==> config.mk <==
export PLATFORM = sky130hd
export DESIGN_NAME = sbca_ctrl
export DESIGN_NICKNAME = d
export VERILOG_FILES = /design/src/sv/sbca_pkg.sv /design/src/sv/sbca_ctrl.sv
export SDC_FILE = /design/constraint.sdc
export NUM_CORES = 1
export LEC_CHECK = 0
export BUFFER_PORTS_ARGS = -buffer_cell sky130_fd_sc_hd__buf_2
export CORE_AREA = 3 3 40 42
export DETAILED_ROUTE_END_ITERATION = 16
export DIE_AREA = 0 0 43 45
export MAX_ROUTING_LAYER = met4
export PLACE_DENSITY = 0.33
export SETUP_SLACK_MARGIN = 0.15
export SYNTH_ARGS = -nofsm -noshare
export SYNTH_HDL_FRONTEND = slang
export SYNTH_SLANG_ARGS = --single-unit
==> constraint.sdc <==
create_clock -name clk -period 1.4 [get_ports clk]
set_input_delay 0 -clock clk [delete_from_list [all_inputs] [get_ports clk]]
set_output_delay 0 -clock clk [all_outputs]
set_load 0.02 [all_outputs]
==> src/sv/sbca_pkg.sv <==
package sbca_pkg;

	localparam int PORTS_DEF  = 64;
	localparam int QUEUES_DEF = 8;
	localparam int KILO       = 1000;
	localparam int CNT_W      = 32;
	localparam int KB_W       = 23;
	localparam int THR_W      = 33;
	localparam int PROB_W     = 16;

	typedef enum logic [2:0] {
		REQ_CHECK   = 3'd0,
		REQ_IN_ADD  = 3'd1,
		REQ_IN_REM  = 3'd2,
		REQ_EG_ADD  = 3'd3,
		REQ_EG_REM  = 3'd4,
		REQ_CREDIT  = 3'd5,
		REQ_ECN     = 3'd6,
		REQ_UNUSED  = 3'd7
	} req_kind_t;

	typedef enum logic [1:0] {
		REG_TOTAL   = 2'd0,
		REG_ECN_MIN = 2'd1,
		REG_ECN_MAX = 2'd2,
		REG_ECN_PROB = 2'd3
	} cfg_reg_t;

	typedef enum logic [1:0] {
		ST_CLEAR,
		ST_IDLE,
		ST_EXEC,
		ST_ECN
	} state_t;

	typedef struct packed {
		logic clear_step;
		logic accept;
		logic exec;
		logic ecn_fin;
	} cmd_t;

	typedef struct packed {
		logic clear_done;
		logic div_busy;
		logic is_ecn;
	} status_t;

endpackage

==> src/sv/sbca_ctrl.sv <==
module sbca_ctrl (
	input  logic                 clk,
	input  logic                 arst_n,
	input  logic                 start,
	output logic                 busy,
	output sbca_pkg::cmd_t       cmd,
	input  sbca_pkg::status_t    sts
);

	sbca_pkg::state_t state_q, state_nxt;

	always_ff @(posedge clk or negedge arst_n) begin
		if (!arst_n) begin
			state_q <= sbca_pkg::ST_CLEAR;
		end else begin
			state_q <= state_nxt;
		end
	end

	always_comb begin
		state_nxt = state_q;
		unique case (state_q)
			sbca_pkg::ST_CLEAR: begin
				if (sts.clear_done) state_nxt = sbca_pkg::ST_IDLE;
			end
			sbca_pkg::ST_IDLE: begin
				if (start && !sts.div_busy) state_nxt = sbca_pkg::ST_EXEC;
			end
			sbca_pkg::ST_EXEC: begin
				state_nxt = sts.is_ecn ? sbca_pkg::ST_ECN : sbca_pkg::ST_IDLE;
			end
			sbca_pkg::ST_ECN: begin
				state_nxt = sbca_pkg::ST_IDLE;
			end
			default: state_nxt = sbca_pkg::ST_IDLE;
		endcase
	end

	always_comb begin
		cmd  = '0;
		busy = 1'b1;
		unique case (state_q)
			sbca_pkg::ST_CLEAR: cmd.clear_step = 1'b1;
			sbca_pkg::ST_IDLE: begin
				busy       = sts.div_busy;
				cmd.accept = start && !sts.div_busy;
			end
			sbca_pkg::ST_EXEC: cmd.exec = 1'b1;
			sbca_pkg::ST_ECN:  cmd.ecn_fin = 1'b1;
			default: cmd = '0;
		endcase
	end

endmodule

==> results_dict.tcl <==
set metrics [dict create \
    status "finished, final reports clean" \
    antenna_cells 0 \
    finalMaxSlewViolations 0 \
    drv_cap 0 \
    clk_pin_slew_ps 30 \
    wl_per_cell_um 8.059 \
    vias 190 \
    ir_drop_uv 730.9 \
    grt_start_max_net_pins 5 \
    relSlewSlack 0.9074 \
    wl_met3_um 23 \
    cts_made_buffers 3 \
    synth_common_cells "5 x ha_1, 3 x inv_1, 2 x dfrtp_1, 2 x mux2i_1" \
    finalCriticalPeriod_ps 1194 \
    crit_path_start_kind "register" \
    grt_pass1_wl_um 724 \
    worst_hold_path_type "in -> async" \
    synthMuxAreaShare 0.09938 \
    report.final.hold_viol_count 0 \
    clockRootBuffer "clkbuf_4" \
    synth.distinct_cells 11 \
    synth_top_family_by_area "adder cells" \
    cts_htree_levels 1 \
    first_iter_violations 3 \
    core_area_um2 1285 \
    placementRows 13 \
    path_cells "buf_4 > ha_1 > nand2b_1 > buf_2" \
    grt_antenna_before_repair 0 \
    drcViolationCount 0 \
    crit_required_ps 1400 \
    cts_sinks 2 \
    synth_edf_count 0 \
    power_density_nw_per_um2 2016 \
    reg2reg_slack_ps 230 \
    clock_path_buffers 2 \
    synth_flop_cell "dfrtp_1" \
    synth_fa_ha_area_frac 0.3106 \
    reg2reg_depth 5 \
    first_pass_iters 2 \
    crit_slowest_cell "dfrtp_1" \
    ys_ff_latch 2 \
    fin_nets 49 \
    yosys_warnings 0 \
    path_max_fanout 3 \
    arrival_ps 1190 \
    synth-simple-area-share 0.2050 \
    syn-num-nets 30 \
    syn_area_um2 201.4 \
    start_util 0.1568 \
    end_kind "primary output" \
    drive_gt1_frac 0.6389 \
    area_delta_synth_final_pct 70.19 \
    met1Wirelength_um 143 \
    synth_compound_area_frac 0.08075 \
    io_buffer_count 10 \
    period_share 0.8526 \
    gp_congestion 0.6916 \
    design.die.area_um2 1935 \
    whs_ps 87.56 \
    leakage_nw 0.1912 \
    cp_top_family "flip-flops" \
    wl_um 411 \
    drtAntennaViolNets 0 \
    netlist.area_leader.share 0.3106 \
    rr_startpoint "state_q[0]$_DFFE_PN0P_" \
    synth-seq-area-share 0.2484 \
    top_regs "state_q: 2 flops" \
    grt_pass1_vias 178 \
    cts_tree "done" \
    clock_skew_ps 3.818 \
    rsz0062_at_grt "true" \
    setup_viol 0 \
    slowest_delay_ps 400 \
    avgSynthCellArea_um2 10.60 \
    r2r-end "state_q[0]$_DFFE_PN0P_" \
    path_buf_inv 2 \
    grt_use_total 0.05751 \
    synthTopCellsByArea "ha_1 31%, dfrtp_1 25%, mux2i_1 9.9%, nand2b_4 6.8%, nor2b_4 6.8%" \
    boundaryPins 11 \
    synth_area_leader_cell "ha_1" \
    final_util 0.2668 \
    clk_latency_ps 220 \
    netlist_instances 19 \
    setup.worst_path.class "reg -> out" \
    largest_register_ffs 2 \
    post-synth-top-count-cell "ha_1" \
    die_height_um 45 \
    route.met2.wl_um 243 \
    tightestPinTransition_ps 135.1 \
    synthXorXnorAreaFrac 0 \
    grt_overflow 0 \
    tns_ps 0 \
    async_reset_ff_frac 1.000 \
    dr.max_layer_used "met3" \
    die_x_um 43 \
    vias_per_cell 3.725 \
    regMostFlops "state_q" \
    crit_path_start "state_q[0]$_DFFE_PN0P_" \
    fmax_mhz 837.8 \
]
[worst register-to-register path: stages, from the launching register on]
cell	delay, ps
dfrtp_1	380
inv_2	80
ha_4	160
nor2b_4	110
a21oi_2	150
mux2i_1	210
[through the flow]
stage               setup slack (ps)  cell area (um^2)  cells  total power, mW
floorplan                      196.1             203.9     19           0.3980
global route                   117.7             342.8     51           0.7658
global placement               137.0             272.8     44           0.4845
CTS                            124.2             315.3     49           0.6433
detailed placement             136.1             272.8     44           0.4792
finish                         206.4             342.8     51           0.6910
[worst max-delay path by stage]
stage	endpoint	cells after the start	slack, ps
global route	cmd[2]	5	120
CTS	cmd[2]	5	120
floorplan	state_q[0]$_DFFE_PN0P_	5	200
detailed placement	state_q[0]$_DFFE_PN0P_	5	140
finish	busy	4	210
global placement	state_q[1]$_DFFE_PN0P_	5	140
[what timing repair did]
| action | 4_1_cts | 5_1_grt |
|---|---|---|
| resized for setup | 1 | 4 |
| endpoints found under the setup margin | 3 | 3 |
| hold endpoints to repair | 2 | 0 |
| buffers inserted | 1 | 2 |
| hold buffers | 1 | 0 |
| pin swaps | 0 | 0 |
[cell usage in the layout (no fill, tap or decap), drive strengths merged]
cell type / netlist / final
a21o: 1 / 1
a21oi: 1 / 1
buf: 0 / 13
clkbuf: 0 / 3
dfrtp: 2 / 2
dlygate4sd3: 0 / 1
ha: 5 / 5
inv: 3 / 3
mux2i: 2 / 2
nand2: 1 / 1
nand2b: 2 / 2
nor2: 1 / 1
nor2b: 1 / 1
[logic make-up after synthesis]
logic type | count (synthesis)
and+or+nand+nor | 5
DFF | 2
buffers and inverters | 3
adders and majority gates | 5
muxes | 2
AOI/OAI and AO/OA | 2
[layout make-up]
cell class | count | area, um^2
Sequential cell | 2 | 50.05
Inverter | 3 | 11.26
Clock buffer | 3 | 22.52
Timing Repair Buffer | 14 | 85.08
Fill cell | 134 | 942.2
Tap cell | 15 | 18.77
Multi-Input combinational cell | 14 | 155.1
[report_power, final]
group	leakage (nW)	switching, mW	internal (mW)	total, mW
Clock	0.0138	0.0323	0.0945	0.127
Sequential	0.0242	0.0228	0.0868	0.110
Combinational	0.153	0.234	0.221	0.455
[per-layer routing]
layer  GRT usage  up-vias
met5           -        -
met2     0.08982        4
met3     0.03984        0
li1            -       95
met1     0.04348       91
met4     0.05422        0
(Power assumes the default switching activity.)
